$ cat config.mk
export PLATFORM = sky130hd
export DESIGN_NAME = tcpu_ctrl
export DESIGN_NICKNAME = d
export VERILOG_FILES = /design/src/rtl/tcpu_pkg.sv /design/src/rtl/tcpu_ctrl.sv
export SDC_FILE = /design/constraint.sdc
export NUM_CORES = 1
export LEC_CHECK = 0
export BUFFER_PORTS_ARGS = -buffer_cell sky130_fd_sc_hd__buf_4
export CORE_AREA = 2 2 46 48
export DETAILED_ROUTE_END_ITERATION = 6
export DIE_AREA = 0 0 48 50
export PLACE_DENSITY_LB_ADDON = 0.25
export RECOVER_POWER = 50
export SLEW_MARGIN = 20
export SYNTH_ARGS = -nofsm -noshare
export SYNTH_HDL_FRONTEND = slang
export SYNTH_SLANG_ARGS = --single-unit
$ cat constraint.sdc
create_clock -name clk -period 3 [get_ports clk]
set_input_delay 0.3 -clock clk [delete_from_list [all_inputs] [get_ports clk]]
set_output_delay 0.3 -clock clk [all_outputs]
set_load 0.005 [all_outputs]
$ cat src/rtl/tcpu_pkg.sv
// Shared types, opcodes and decode helpers for the toy 16-bit CPU executor.
// No dependencies; tcpu_ctrl, tcpu_dp and the top level use it through tcpu_pkg:: names.
package tcpu_pkg;

  // Default main memory size in bytes (power of two, 256 to 65536)
  localparam int MEM_BYTES_DEF = 65536;

  // Register 15 serves as the stack pointer
  localparam logic [3:0] SP_IDX = 4'hf;
  // Stack step and program counter step, in bytes
  localparam logic [15:0] WORD_STEP = 16'd2;

  // Configuration register indexes
  localparam logic CFG_CPU_ID    = 1'b0;
  localparam logic CFG_CPU_COUNT = 1'b1;

  // Opcodes, numbered densely
  typedef enum logic [7:0] {
    OP_BAD    = 8'd0,  OP_PUSH  = 8'd1,  OP_POP   = 8'd2,  OP_MOV   = 8'd3,
    OP_LOAD   = 8'd4,  OP_STOR  = 8'd5,  OP_LOADB = 8'd6,  OP_STORB = 8'd7,
    OP_JMPR   = 8'd8,  OP_JMP   = 8'd9,  OP_CALLR = 8'd10, OP_CALL  = 8'd11,
    OP_RET    = 8'd12, OP_LOADI = 8'd13, OP_ADD   = 8'd14, OP_SUB   = 8'd15,
    OP_MUL    = 8'd16, OP_DIV   = 8'd17, OP_NEG   = 8'd18, OP_AND   = 8'd19,
    OP_OR     = 8'd20, OP_XOR   = 8'd21, OP_NOT   = 8'd22, OP_INC   = 8'd23,
    OP_DEC    = 8'd24, OP_SHL   = 8'd25, OP_SHR   = 8'd26, OP_TEST  = 8'd27,
    OP_CMP    = 8'd28, OP_EQU   = 8'd29, OP_BR    = 8'd30, OP_JR    = 8'd31,
    OP_CLD    = 8'd32, OP_STD   = 8'd33, OP_OUT   = 8'd34, OP_CPUID = 8'd35,
    OP_CPUNUM = 8'd36, OP_LOADA = 8'd37, OP_STORA = 8'd38, OP_SWAP  = 8'd39
  } opc_t;

  // Instruction classes that pick the micro-sequence
  typedef enum logic [2:0] {
    C_BAD, C_ALU, C_DIV, C_PUSH, C_READ, C_STORE
  } cls_t;

  // Controller states; the datapath action follows the state
  typedef enum logic [4:0] {
    S_IDLE, S_BWR, S_FOP, S_FARG, S_DEC, S_RX, S_RY, S_RS,
    S_I0, S_I1, S_I2, S_EXE, S_DIV, S_DWB,
    S_R0, S_R1, S_R2, S_WB, S_WB2, S_W0, S_W1, S_DONE
  } state_t;

  // Input word
  typedef struct packed {
    logic        action;
    logic [15:0] mem_address;
    logic [7:0]  mem_byte;
  } in_t;

  // Result word
  typedef struct packed {
    logic [15:0] next_pc;
    logic        char_valid;
    logic [7:0]  out_char;
    logic        bad_opcode;
    logic        cond_out;
    logic        debug_out;
  } out_t;

  // Controller to datapath
  typedef struct packed {
    state_t act;
  } cmd_t;

  // Datapath to controller
  typedef struct packed {
    cls_t cls;
    logic has_imm;
    logic div_last;
    logic is_pop;
    logic is_swap;
    logic is_byte_st;
  } sts_t;

  function automatic cls_t op_class(logic [7:0] op);
    cls_t c;
    c = C_ALU;
    unique case (op)
      OP_PUSH, OP_CALLR, OP_CALL:                     c = C_PUSH;
      OP_POP, OP_RET, OP_LOAD, OP_LOADA, OP_LOADB,
      OP_SWAP:                                        c = C_READ;
      OP_STOR, OP_STORA, OP_STORB:                    c = C_STORE;
      OP_DIV:                                         c = C_DIV;
      OP_MOV, OP_JMPR, OP_JMP, OP_LOADI, OP_ADD, OP_SUB, OP_MUL, OP_NEG,
      OP_AND, OP_OR, OP_XOR, OP_NOT, OP_INC, OP_DEC, OP_SHL, OP_SHR,
      OP_TEST, OP_CMP, OP_EQU, OP_BR, OP_JR, OP_CLD, OP_STD, OP_OUT,
      OP_CPUID, OP_CPUNUM:                            c = C_ALU;
      default:                                        c = C_BAD;
    endcase
    return c;
  endfunction

  function automatic logic op_has_imm(logic [7:0] op);
    return (op == OP_JMP) || (op == OP_CALL) || (op == OP_LOADI);
  endfunction

endpackage

$ cat src/rtl/tcpu_ctrl.sv
// Sequencer for the toy CPU: memory byte writes, and fetch, operand read, execute micro-steps.
// Depends on tcpu_pkg.
module tcpu_ctrl (
  input  logic            clk,
  input  logic            rst_n,
  input  logic            start,
  input  logic            action,
  input  tcpu_pkg::sts_t  sts,
  output logic            busy,
  output logic            out_valid,
  output tcpu_pkg::cmd_t  cmd
);

  tcpu_pkg::state_t state_r, state_nxt;

  // state register
  always_ff @(posedge clk) begin
    if (!rst_n) begin
      state_r <= tcpu_pkg::S_IDLE;
    end else begin
      state_r <= state_nxt;
    end
  end

  // next state
  always_comb begin
    state_nxt = state_r;
    unique case (state_r)
      tcpu_pkg::S_IDLE: begin
        if (start) begin
          state_nxt = action ? tcpu_pkg::S_FOP : tcpu_pkg::S_BWR;
        end
      end
      tcpu_pkg::S_BWR:  state_nxt = tcpu_pkg::S_DONE;
      tcpu_pkg::S_FOP:  state_nxt = tcpu_pkg::S_FARG;
      tcpu_pkg::S_FARG: state_nxt = tcpu_pkg::S_DEC;
      tcpu_pkg::S_DEC:  state_nxt = tcpu_pkg::S_RX;
      tcpu_pkg::S_RX:   state_nxt = tcpu_pkg::S_RY;
      tcpu_pkg::S_RY:   state_nxt = tcpu_pkg::S_RS;
      tcpu_pkg::S_RS:   state_nxt = sts.has_imm ? tcpu_pkg::S_I0 : tcpu_pkg::S_EXE;
      tcpu_pkg::S_I0:   state_nxt = tcpu_pkg::S_I1;
      tcpu_pkg::S_I1:   state_nxt = tcpu_pkg::S_I2;
      tcpu_pkg::S_I2:   state_nxt = tcpu_pkg::S_EXE;
      tcpu_pkg::S_EXE: begin
        unique case (sts.cls)
          tcpu_pkg::C_DIV:   state_nxt = tcpu_pkg::S_DIV;
          tcpu_pkg::C_PUSH:  state_nxt = tcpu_pkg::S_W0;
          tcpu_pkg::C_READ:  state_nxt = tcpu_pkg::S_R0;
          tcpu_pkg::C_STORE: state_nxt = tcpu_pkg::S_W0;
          default:           state_nxt = tcpu_pkg::S_DONE;
        endcase
      end
      tcpu_pkg::S_DIV:  state_nxt = sts.div_last ? tcpu_pkg::S_DWB : tcpu_pkg::S_DIV;
      tcpu_pkg::S_DWB:  state_nxt = tcpu_pkg::S_DONE;
      tcpu_pkg::S_R0:   state_nxt = tcpu_pkg::S_R1;
      tcpu_pkg::S_R1:   state_nxt = tcpu_pkg::S_R2;
      tcpu_pkg::S_R2:   state_nxt = tcpu_pkg::S_WB;
      tcpu_pkg::S_WB: begin
        priority if (sts.is_pop) begin
          state_nxt = tcpu_pkg::S_WB2;
        end else if (sts.is_swap) begin
          state_nxt = tcpu_pkg::S_W0;
        end else begin
          state_nxt = tcpu_pkg::S_DONE;
        end
      end
      tcpu_pkg::S_WB2:  state_nxt = tcpu_pkg::S_DONE;
      tcpu_pkg::S_W0:   state_nxt = sts.is_byte_st ? tcpu_pkg::S_DONE : tcpu_pkg::S_W1;
      tcpu_pkg::S_W1:   state_nxt = tcpu_pkg::S_DONE;
      tcpu_pkg::S_DONE: state_nxt = tcpu_pkg::S_IDLE;
      default:          state_nxt = tcpu_pkg::S_IDLE;
    endcase
  end

  // outputs: the datapath action is the current state
  always_comb begin
    busy      = (state_r != tcpu_pkg::S_IDLE);
    out_valid = (state_r == tcpu_pkg::S_DONE);
    cmd.act   = state_r;
  end

endmodule

==> results of run 1 <==
[cell type report]
type                    count  area, um^2  area share
clock buffers               4        26.3      0.0343
inverters                   5        18.8      0.0245
multi-input cells          65         453       0.591
flip-flops and latches      5         100       0.131
well taps                  27        33.8      0.0440
repair buffers             18         135       0.176
[metal layers]
metal,GRT usage,vias to the layer above,wire length (um)
met1,0.208,296,706
met3,0.0220,2,62
met5,0,-,0
met2,0.238,18,787
met4,0.0676,0,14
li1,-,329,-
[placed cells by master, fill, tap and decap left out, types with 4 or more instances in the layout]
master / Yosys / routed
buf_4: 2 / 13
nand2_1: 5 / 5
o21ai_0: 7 / 7
a21oi_1: 5 / 5
nand2b_1: 5 / 5
nor2b_1: 4 / 4
inv_1: 5 / 5
dfxtp_1: 5 / 5
clkbuf_4: 0 / 8
[cells by family (layout without fill, tap and decap cells)]
group	after synthesis	after routing	synth area share
buffers and inverters	11	27	0.0972
xor gates and xnor gates	2	2	0.0283
AOI/OAI and AO/OA	32	32	0.387
DFF	5	5	0.162
and+or+nand+nor	31	31	0.326
[worst min-delay path by stage]
stage | from | to | slack (ns) | depth (start not counted)
3_3_place_gp | rst_n | cmd[4] | 0.61 | 3
5_1_grt | rst_n | cmd[2] | 0.36 | 3
6_report | rst_n | cmd[2] | 0.35 | 3
2_1_floorplan | rst_n | cmd[4] | 0.45 | 2
4_1_cts | rst_n | cmd[2] | 0.35 | 3
3_5_place_dp | rst_n | cmd[2] | 0.61 | 3
[power groups by stage]
stage	Combinational (uW)	Clock [uW]	Sequential, uW
after global placement	331	0	181
final	325	81.2	181
after detailed placement	334	0	181
after CTS	335	82.6	180
after floorplan	304	0	121
after global routing	366	87.8	192
[per-stage QoR]
stage                     area [um^2]  worst slack [ns]  hold slack, ns
final                             767              1.27           0.350
after global routing              767              1.18           0.365
after CTS                         772              1.25           0.352
after detailed placement          746              1.44           0.614
after global placement            746              1.48           0.613
after floorplan                   618              1.74           0.450
[worst max-delay path: stages (launching register included)]
cell and delay (ns):
dfxtp_1 0.67, or2_1 0.23, nand3b_4 0.16, buf_4 0.12
==> metrics.txt, run 1 <==
H-Tree Depth 1; Syn Area/Cell 7.63 um^2; share of synthesized registers carrying an async set or reset 0; reg2reg end cmd[4]; DRC 0; Worst Clk Skew 0.00822 ns; Max Clk Rate 578 MHz; CP required 2.70 ns; I/O pins 19; CTS tree done; Gate power share 0.554; RSZ-0062 raised after global routing false; Util after Layout 0.403; fin. max-slew vios 0; Port Buf Inserts 18; register share of total power 0.308; Setup-failing EPs final 0; area grow syn2layout 24.1%; clk sinks 5; Initial DRC Count 18; Leak 0.000276 uW; cts bufs inserted 3; CP arrival 1.43 ns; total track usage 0.155; syn nets 93; crit end category output pin; r2r setup slk 1.41 ns; synth warn 0; Clock Pin Slew Worst Setup and Hold Paths 0.05 ns; via count 645; Slew Limit Headroom 0.594; DR pass1 iterations 4; Pwr Total 587 uW; Hold Crit Class in2reg; crit-path max FO 19; sequential cell area fraction in the yosys report 0.162; starting density of the core 0.325; post-layout min period 1.73 ns; Synth cell types 38; Net Sw Frac 0.459; post-synth top area share 0.162; ys flop type dfxtp_1; Critical R2R Launch cmd[1]; DRT Wirelength 1570 um; critical path launch point type flip-flop; antenna violations before repair 0; setup bufs post-CTS 0; PD cells 766 nW/um^2; GP Congestion 0.812; worst vdd ir 292 uV; hold_buf cts 0; mapped cell area 618 um^2; termination of the worst setup path busy; Mapped Cells 81; worst-margin pin slew 0.607 ns; Fillers 205; Layout Cells excl Fill 124; Final Net Count 110; count of placed standard cells including taps 120; drt wl/cell 12.7 um; fin crit share 0.577; die area 2400 um^2; cells taking the most area after synthesis dfxtp_1 16%, o21ai_0 5.7%, nand2b_1 5.1%; Root Buffer clkbuf_4; antenna cells 0; vias per cell 5.20; GRT overflow 0; MaxCap Viol Count 0; Seq cells post-synth 5; hold violation total from the final report 0; max reg flops 5; Rows 16; share of layout cells above drive strength 1 0.299; hpwl dp 1160 um; status completed; largest net degree at the start of global routing 20; clock buffer depth 2; TNS Setup 0 ns; crit path from cmd[1]; reg2reg path depth 4; die width 48 um; internal power 318 uW; clock share of power 0.138; Core Box Area 1900 um^2; Crit Path Class reg2out; # resized after CTS 0; Post-synth EDFFs 0; first-pass GRT wire length 2700 um; vias in the first global route 619; most common cell in the netlist o21ai_0; sw power 270 uW; Antenna Nets Post-Route 0; cell taking the most area after synthesis dfxtp_1; Clock Latency Late Sink 0.25 ns; Die Y 50 um
(Power assumes the default switching activity.)
==> run 2, diff against run 1 <==
==> constraint.sdc (replaced) <==
create_clock -name clk -period 1.4 [get_ports clk]
set_input_delay 0.14 -clock clk [delete_from_list [all_inputs] [get_ports clk]]
set_output_delay 0.14 -clock clk [all_outputs]
set_load 0.005 [all_outputs]
==> metrics.txt, run 2 (synthesized netlist as in run 1, its figures left out) <==
die width 48 um; die area 2400 um^2; antenna violations before repair 0; vias per cell 5.18; Final Cell Area 883 um^2; most frequent cells in the layout 30 x buf_4, 7 x o21ai_0; Slew Limit Headroom 0.803; worst vdd ir 852 uV; crit-path max FO 6; worst-margin pin slew 0.296 ns; DRT Wirelength 1810 um; Rows 16; CP required 1.26 ns; GP Congestion 0.792; post-layout min period 1.36 ns; Leak 0.000351 uW; Crit Path Class reg2out; total track usage 0.175; Hold Crit Class in2reg; hpwl dp 1350 um; placed cell areas 836 um^2; I/O pins 19; Clock Pin Slew Worst Setup and Hold Paths 0.05 ns; Max Clk Rate 736 MHz; crit end category output pin; Initial DRC Count 28; hold violation total from the final report 0; RSZ-0062 raised after global routing false; status completed; cts bufs inserted 3; DRC 0; Final Net Count 123; clock buffer depth 2; fin. max-slew vios 0; GRT overflow 0; Worst Clk Skew 0.00208 ns; area grow syn2layout 42.9%; TNS Setup 0 ns; share of layout cells above drive strength 1 0.418; max reg flops 5; Die Y 50 um; fin crit share 0.971; Port Buf Inserts 18; Root Buffer clkbuf_4; first-pass GRT wire length 2970 um; antenna cells 0; MaxCap Viol Count 0; commonest non-fill, non-tap cell in the layout buf_4; Antenna Nets Post-Route 0; CTS tree done; H-Tree Depth 1; via count 709; clk sinks 5; Setup-failing EPs final 0; vias in the first global route 654; largest net degree at the start of global routing 17; drt wl/cell 13.2 um; starting density of the core 0.325; PD cells 1710 nW/um^2; CP arrival 1.22 ns; Core Box Area 1900 um^2; Clock Latency Late Sink 0.26 ns; DR pass1 iterations 4; critical path launch point type flip-flop
run 2: changes by cell type in the layout (fill, tap and decap cells not counted):
cell,change
dfxtp_1,-4
nand2b_2,-1
clkbuf_4,-5
buf_6,+1
buf_4,+17
nand2b_4,+1
dfxtp_2,+2
dfxtp_4,+2
run 2: cell type report:
cell class,count,area (um^2)
clock buffers,4,26.3
fillers,210,1020
well taps,27,33.8
repair buffers,31,236
multi-input cells,65,458
inverters,5,18.8
flip-flops and latches,5,110
run 2: timing repair:
item                                    CTS  global route
setup buffers                             1             0
endpoints found under the setup margin    3             2
hold buffers                              0             0
gates resized for setup                   5             2
run 2: stage by stage:
stage                     hold slack (ns)  utilization  setup WS (ns)  std cells  power, uW
final                               0.175        0.464         0.0410        137       1510
after global routing                0.181        0.464       0.000825        137       1630
after CTS                           0.175        0.463        0.00988        137       1500
after detailed placement            0.449        0.439        0.00898        132       1280
after global placement              0.446        0.439         0.0290        132       1280
after floorplan                     0.290            -          0.145         81        910
run 2: metal layers:
layer	vias up	wire length, um	share of wire	track usage
li1	358	-	-	-
met1	327	827	0.46	0.255
met2	20	866	0.48	0.240
met3	4	89	0.049	0.0330
met4	0	29	0.016	0.0811
met5	-	0	0	0
run 2: worst paths after layout:
check | slack [ns] | to | cells past startpoint | from
max | 0.04 | out_valid | 5 | cmd[0]
min | 0.17 | cmd[2] | 3 | rst_n
max reg2reg | 0.07 | cmd[4] | 5 | cmd[0]
min reg2reg | 0.66 | cmd[3] | 2 | cmd[4]
run 2: worst max-delay path, stage by stage (launching register included):
cell and delay (ns):
dfxtp_4 0.37, buf_6 0.12, nand2_1 0.05, buf_4 0.12, nor3_1 0.16, buf_4 0.13
run 2: power by group:
group          total (uW)  internal (uW)  switching [uW]
combinational         999            544             455
clock                 184            109            75.6
sequential            325            208             117
total                1510            860             648
==> run 3, diff against run 2 <==
==> constraint.sdc (replaced) <==
create_clock -name clk -period 1.4 [get_ports clk]
set_input_delay 0.07 -clock clk [delete_from_list [all_inputs] [get_ports clk]]
set_output_delay 0.07 -clock clk [all_outputs]
set_load 0.005 [all_outputs]
==> metrics.txt, run 3 (synthesized netlist as in run 1, its figures left out) <==
Hold Crit Class in2reg; Hold Path Depth 3; MaxCap Viol Count 0; antenna violations before repair 0; first-pass GRT wire length 2910 um; fin crit share 0.943; Clock Pin Slew Worst Setup and Hold Paths 0.05 ns; setup bufs post-CTS 0; commonest non-fill, non-tap cell in the layout buf_4; clock buffer depth 2; share of layout cells above drive strength 1 0.394; max reg flops 5; clk sinks 5; largest net degree at the start of global routing 17; fin. max-slew vios 0; DR pass1 iterations 4; die area 2400 um^2; Worst Clk Skew 0.00331 ns; via count 710; die width 48 um; vias per cell 5.22; status completed; critical path launch point type flip-flop; reg2reg path depth 5; r2r setup slk 0.10 ns; H-Tree Depth 1; Leak 0.000341 uW; DRT Wirelength 1750 um; crit-path max FO 6; placed cell areas 836 um^2; Layout Cells excl Fill 136; antenna cells 0; Initial DRC Count 27; I/O pins 19; crit end category output pin; post-layout min period 1.32 ns; CP arrival 1.25 ns; worst-margin pin slew 0.315 ns; total track usage 0.171; Final Net Count 122; Clock Latency Late Sink 0.25 ns; CP required 1.33 ns; worst vdd ir 850 uV; starting density of the core 0.325; hpwl dp 1350 um; PD cells 1700 nW/um^2; fin worst setup slack 0.0797 ns; Crit Path Class reg2out; Setup-failing EPs final 0; GRT overflow 0; drt wl/cell 12.9 um; Final Cell Area 868 um^2; area grow syn2layout 40.5%; Worst Setup Slack post-DPL 0.00898 ns; cts bufs inserted 3; TNS Setup 0 ns; CTS tree done; Root Buffer clkbuf_4; Rows 16; Antenna Nets Post-Route 0; DRC 0; Die Y 50 um; Core Box Area 1900 um^2; RSZ-0062 raised after global routing false; hold_buf cts 0; count of placed standard cells including taps 132; Max Clk Rate 757 MHz; Slew Limit Headroom 0.790; most frequent cells in the layout 28 x buf_4, 7 x o21ai_0; hold violation total from the final report 0; GP Congestion 0.792; Port Buf Inserts 18; vias in the first global route 651
==> run 3: cell types whose count changed in the layout (fill, tap and decap cells not counted) <==
cell      delta
clkbuf_1     +1
buf_4        -2
dfxtp_1      +1
dfxtp_4      -1
==> run 3: path summary, 6_finish.rpt <==
check,from,end
worst max-delay path,cmd[0],out_valid
worst min-delay path,rst_n,cmd[2]
worst max register to register,cmd[1],cmd[0]
worst min register to register,cmd[0],cmd[4]
==> run 3: final cells by class <==
type	instances	area [um^2]
Fill cell	210	1030
Multi-Input combinational cell	65	458
Timing Repair Buffer	30	225
Sequential cell	5	106
Tap cell	27	33.8
Clock buffer	4	26.3
Inverter	5	18.8
==> run 3: critical path, stage by stage (launching register included) <==
cell	delay, ns
dfxtp_4	0.39
buf_6	0.13
nand2_1	0.05
buf_4	0.13
nor3_1	0.16
buf_4	0.14
==> run 3: routing by layer <==
| layer | GRT usage | up-vias | wire [um] |
|---|---|---|---|
| met5 | 0 | - | 0 |
| met4 | 0.0811 | 0 | 27 |
| met3 | 0.0330 | 4 | 80 |
| met2 | 0.233 | 18 | 837 |
| met1 | 0.248 | 332 | 805 |
| li1 | - | 356 | - |
==> run 3: timing repair <==
item,CTS,global route
endpoints found under the setup margin,2,1
gates resized for setup,3,2
gates cloned,0,0
endpoints found under the hold margin,0,0
==> run 3: where the power goes <==
group,internal [uW],total (uW),leakage [uW],switching [uW]
Combinational,530,973,0.000284,443
Clock,108,178,0.0000150,69.6
Sequential,202,323,0.0000424,121
==> run 3: metrics by stage <==
stage | util | hold slack, ns | power, uW
after floorplan | - | 0.220 | 910
after global placement | 0.439 | 0.376 | 1280
after detailed placement | 0.439 | 0.379 | 1280
after CTS | 0.455 | 0.105 | 1470
after global routing | 0.457 | 0.111 | 1600
final | 0.457 | 0.114 | 1470
